[config.mk]
export PLATFORM = sky130hd
export DESIGN_NAME = spc_div_step
export DESIGN_NICKNAME = d
export VERILOG_FILES = /design/src/hdl/spc_pkg.sv /design/src/hdl/spc_div_step.sv
export SDC_FILE = /design/constraint.sdc
export NUM_CORES = 1
export LEC_CHECK = 0
export ABC_AREA = 1
export BUFFER_PORTS_ARGS = -buffer_cell sky130_fd_sc_hd__buf_2
export CAP_MARGIN = 20
export CELL_PAD_IN_SITES_DETAIL_PLACEMENT = 0
export CELL_PAD_IN_SITES_GLOBAL_PLACEMENT = 2
export CORE_AREA = 8 8 347 349
export DETAILED_ROUTE_END_ITERATION = 10
export DIE_AREA = 0 0 355 357
export PLACE_DENSITY = 0.71
export SYNTH_ARGS = -nofsm -noshare
export SYNTH_HDL_FRONTEND = slang
export SYNTH_SLANG_ARGS = --single-unit
[constraint.sdc]
create_clock -name i_clk -period 1.75 [get_ports i_clk]
set_input_delay 0.0875 -clock i_clk [delete_from_list [all_inputs] [get_ports i_clk]]
set_output_delay 0.0875 -clock i_clk [all_outputs]
set_load 0.01 [all_outputs]
[src/hdl/spc_pkg.sv]
// Shared types, widths and codes for the segment plane clipper.
// Used by every module of the block; depends on nothing.
package spc_pkg;

    localparam int COORD_W   = 32;
    localparam int NORM_FRAC = 30;
    localparam int TOL_W     = 16;
    localparam int DIST_W    = 38;
    localparam int NUM_W     = DIST_W;
    localparam int DEN_W     = DIST_W + 1;
    localparam int MAG_W     = COORD_W;
    localparam int PROD_W    = MAG_W + NUM_W;
    localparam int SPLIT_W   = NUM_W / 2;
    localparam int QUO_W     = COORD_W;
    localparam int SUM_W     = 2 * COORD_W + 2;
    localparam int CFG_IDX_W = 3;
    localparam int STAGES    = 2 + 3 + QUO_W + 1;

    localparam logic [CFG_IDX_W-1:0] REG_NORMAL_X  = 3'd0;
    localparam logic [CFG_IDX_W-1:0] REG_NORMAL_Y  = 3'd1;
    localparam logic [CFG_IDX_W-1:0] REG_NORMAL_Z  = 3'd2;
    localparam logic [CFG_IDX_W-1:0] REG_OFFSET    = 3'd3;
    localparam logic [CFG_IDX_W-1:0] REG_TOLERANCE = 3'd4;

    localparam logic [COORD_W-1:0] NORMAL_Z_RST = 32'h4000_0000;
    localparam logic [TOL_W-1:0]   TOL_RST      = 16'd1;

    localparam logic [2:0] MODE_KEEP   = 3'd0;
    localparam logic [2:0] MODE_BOTH_S = 3'd1;
    localparam logic [2:0] MODE_BOTH_E = 3'd2;
    localparam logic [2:0] MODE_MOVE_S = 3'd3;
    localparam logic [2:0] MODE_MOVE_E = 3'd4;

    localparam logic [1:0] CLS_NONE  = 2'd0;
    localparam logic [1:0] CLS_POINT = 2'd1;
    localparam logic [1:0] CLS_SPAN  = 2'd2;

    typedef struct packed {
        logic signed [COORD_W-1:0] nx;
        logic signed [COORD_W-1:0] ny;
        logic signed [COORD_W-1:0] nz;
        logic signed [COORD_W-1:0] off;
        logic [TOL_W-1:0]          tol;
    } t_cfg;

    typedef struct packed {
        logic signed [COORD_W-1:0] sx;
        logic signed [COORD_W-1:0] sy;
        logic signed [COORD_W-1:0] sz;
        logic signed [COORD_W-1:0] ex;
        logic signed [COORD_W-1:0] ey;
        logic signed [COORD_W-1:0] ez;
        logic [2:0]                mode;
        logic [1:0]                cls;
    } t_seg;

    typedef struct packed {
        logic [2:0]                  neg;
        logic [DEN_W-1:0]            den;
        logic [2:0][DEN_W-1:0]       rem;
        logic [2:0][QUO_W-1:0]       quo;
    } t_div;

endpackage

[src/hdl/spc_div_step.sv]
// One restoring division step for the three axes, with its register stage.
// Depends on spc_pkg.
module spc_div_step (
    input  logic          i_clk,
    input  logic          i_en,
    input  spc_pkg::t_seg i_seg,
    input  spc_pkg::t_div i_div,
    output spc_pkg::t_seg o_seg,
    output spc_pkg::t_div o_div
);

    spc_pkg::t_seg r_seg;
    spc_pkg::t_div r_div;
    spc_pkg::t_div n_div;
    logic [spc_pkg::DEN_W:0] t;
    logic ge;

    always_comb begin
        n_div = i_div;
        t     = '0;
        ge    = 1'b0;
        for (int a = 0; a < 3; a++) begin
            t  = {i_div.rem[a], i_div.quo[a][spc_pkg::QUO_W-1]};
            ge = t >= {1'b0, i_div.den};
            n_div.rem[a] = ge ? spc_pkg::DEN_W'(t - {1'b0, i_div.den})
                              : t[spc_pkg::DEN_W-1:0];
            n_div.quo[a] = {i_div.quo[a][spc_pkg::QUO_W-2:0], ge};
        end
    end

    always_ff @(posedge i_clk) begin
        if (i_en) begin
            r_seg <= i_seg;
            r_div <= n_div;
        end
    end

    assign o_seg = r_seg;
    assign o_div = r_div;

endmodule

==> results_dict.tcl <==
set metrics [dict create \
    crit_type "in -> reg" \
    p_leak_nw 21.3 \
    synth_area_leaders "edfxtp_1 (55%), nand2_1 (14%), inv_1 (7.9%), ha_1 (5.9%), nor2_1 (3.0%)" \
    pwr-share-seq_pct 36.6 \
    max_freq_ghz 0.564 \
    syn_inst 2782 \
    crit_fanout 15 \
    period_share_pct 101 \
    port_buffers 905 \
    drt_iter0_markers 1632 \
    drc_errors 0 \
    via_per_inst 4.25 \
    first_pass_iters 5 \
    ys_seq_area_share_pct 54.8 \
    worstPathArrival_ps 2170 \
    use_met2_pct 43.6 \
    routed_wl_um 169000 \
    hpwlAfterDp_um 141000 \
    wl_per_cell_um 26.6 \
    ant_nets 0 \
    startpoint "i_div[218]" \
    crit_required_ps 2150 \
    syn-num-nets 3356 \
    clockBufferDepth 3 \
    final_nets 5318 \
    synth.top_cell.area_share_pct 54.8 \
    synth_flop_cell "edfxtp_1" \
    async_flop_share_pct 0 \
    synth_edf_count 452 \
    gp_congestion 0.925 \
    ys_ff_latch 452 \
    synth_warnings 0 \
    grt_pass1_wl_um 219000 \
    grt_util_met3_pct 10.5 \
    worstSetupStartpointType "input pin" \
    grt.met1_usage_pct 28.5 \
    syn-cell-area_um2 24800 \
    status "finished with violations" \
    core_area_um2 115000 \
    clkPwrFrac_pct 34.8 \
    power_frac_comb_pct 28.5 \
    drive_gt1_share_pct 37.4 \
    intPower_mw 25.4 \
    multi_input_area_um2 9710 \
    cts-buffers-inserted 57 \
    die_h_um 357 \
    violations "setup timing" \
    grt_busiest_layer "met2" \
    slew_headroom_pct 71.7 \
    cap_violations 0 \
    switching_share_pct 31.6 \
    maxSlewViolCount 0 \
    critPathCaptureType "flip-flop" \
    clkTransAtPathRegs_ps 60 \
    grt_usage_pct 25.0 \
    synthTopCellsByCount "nand2_1 (937), inv_1 (522), edfxtp_1 (452)" \
    start_util_pct 21.5 \
    ios 906 \
    holdWs_ps 45.2 \
    antenna_found_initial 99 \
    fp.dieW_um 355 \
    power_per_cell_area_nw_per_um2 858 \
    area_delta_synth_final_pct 75.0 \
    cts-htree-levels 2 \
    holdCritPathClass "in -> reg" \
    grt_pass1_vias 27356 \
    tightest_slew_ps 425 \
    synth_area_per_cell_um2 8.90 \
    overflow 0 \
    rows 125 \
    fill_cells 12045 \
    ir_worst_vdd_mv 0.734 \
    cts_tree "done" \
    cts_sinks 452 \
    ys_types 32 \
    ctsRootBufferMaster "clkbuf_16" \
    grt_max_degree 68 \
    fin_util_pct 37.6 \
    dieArea_um2 127000 \
    cp-endpoint "o_div[192]$_DFFE_PP_" \
    rsz0062_at_grt "true" \
    synth_area_leader_cell "edfxtp_1" \
    layout_min_cycle_time_ps 1770 \
    synth_most_common_cell "nand2_1" \
    vias 27001 \
    setup_viol 11 \
    fin_ws_ps -23.7 \
    hold_viol_final 0 \
    seqCellArea_um2 13600 \
    switchingPower_mw 11.8 \
]
==> registers in the layout, indices dropped and copies added (netlist names) <==
| register | count |
|---|---|
| o_seg | 197 |
| o_div | 255 |
==> power by group through the flow <==
stage	combinational (mW)	sequential, mW	clock [mW]
after floorplan	3.06	14.3	0
after global placement	9.36	13.8	0
after CTS	10.4	13.6	13.3
after detailed placement	9.34	13.8	0
final	10.6	13.6	13.0
after global routing	11.4	13.7	13.6
==> routing by layer <==
| layer | part of all wire, % | vias to the layer above |
|---|---|---|
| met2 | 49 | 901 |
| met1 | 38 | 12925 |
| met3 | 10 | 192 |
| met5 | 0.18 | - |
| met4 | 2.6 | 44 |
| li1 | - | 12939 |
==> cell type report <==
class                      count  area share, %
tap                         1524           4.40
timing repair buffer        1933           32.4
clock buffer                  62           3.34
clock inverter                44           1.27
multi-input combinational   1773           22.4
antenna                       33          0.191
sequential                   452           31.3
inverter                     527           4.66
==> timing repair <==
action	CTS	global route
gates cloned	1	9
setup endpoints to repair	32	116
setup buffers	4	14
hold buffers	448	2
endpoints found under the hold margin	516	2
gates resized for setup	20	123
pin swaps	2	18
==> how the worst min path moves through the flow <==
stage / start / endpoint / cells after the start
after global routing: i_div[95] / o_div[174]$_DFFE_PP_ / 6
after floorplan: i_div[9] / o_div[10]$_DFFE_PP_ / 0
after global placement: i_div[57] / o_div[58]$_DFFE_PP_ / 1
final: i_div[95] / o_div[174]$_DFFE_PP_ / 6
after CTS: i_div[95] / o_div[174]$_DFFE_PP_ / 3
after detailed placement: i_seg[170] / o_seg[170]$_DFFE_PP_ / 1
==> layout by cell type (no fill, tap or decap), types with 54 or more instances in the layout <==
cell type      count
buf_4            526
xor2_1            59
a21oi_1           60
nand3_1          100
nand4_1           54
clkbuf_16         63
edfxtp_1         452
buf_2            902
ha_1              90
nand2_1          893
nor2_1           176
o21ai_1           66
dlygate4sd3_1    450
inv_1            508
nand2_2           56
==> stage by stage <==
stage / setup slack, ps / area, µm² / setup TNS, ps / instances / power [mW]
5_1_grt: -68.3 / 43300 / -1960 / 6324 / 38.7
6_report: -23.7 / 43300 / -121 / 6348 / 37.2
2_1_floorplan: -32.1 / 24900 / -2420 / 2782 / 17.4
3_3_place_gp: -785 / 35700 / -78020 / 5731 / 23.2
4_1_cts: -2.74 / 42300 / -2.74 / 6290 / 37.3
3_5_place_dp: -811 / 35700 / -80250 / 5731 / 23.1
==> cell families (layout without fill, tap and decap cells) <==
group | after synthesis | in the layout | synth area share [%]
AOI/OAI and AO/OA | 180 | 180 | 3.84
buffers and inverters | 557 | 2566 | 8.98
xor gates and xnor gates | 63 | 63 | 2.23
DFF | 452 | 452 | 54.8
adders and majority gates | 120 | 120 | 6.15
and+or+nand+nor | 1410 | 1410 | 24.0
other | 0 | 33 | 0
==> worst max-delay path: stages <==
cell	delay, ps
buf_2	130
clkinvlp_4	250
ha_4	370
nand2_1	80
nor2_2	110
buf_4	130
inv_1	40
nor3_2	240
nand3_2	110
nand4_1	180
buf_12	180
buf_12	150
o21ai_1	90
(Power assumes the default switching activity.)
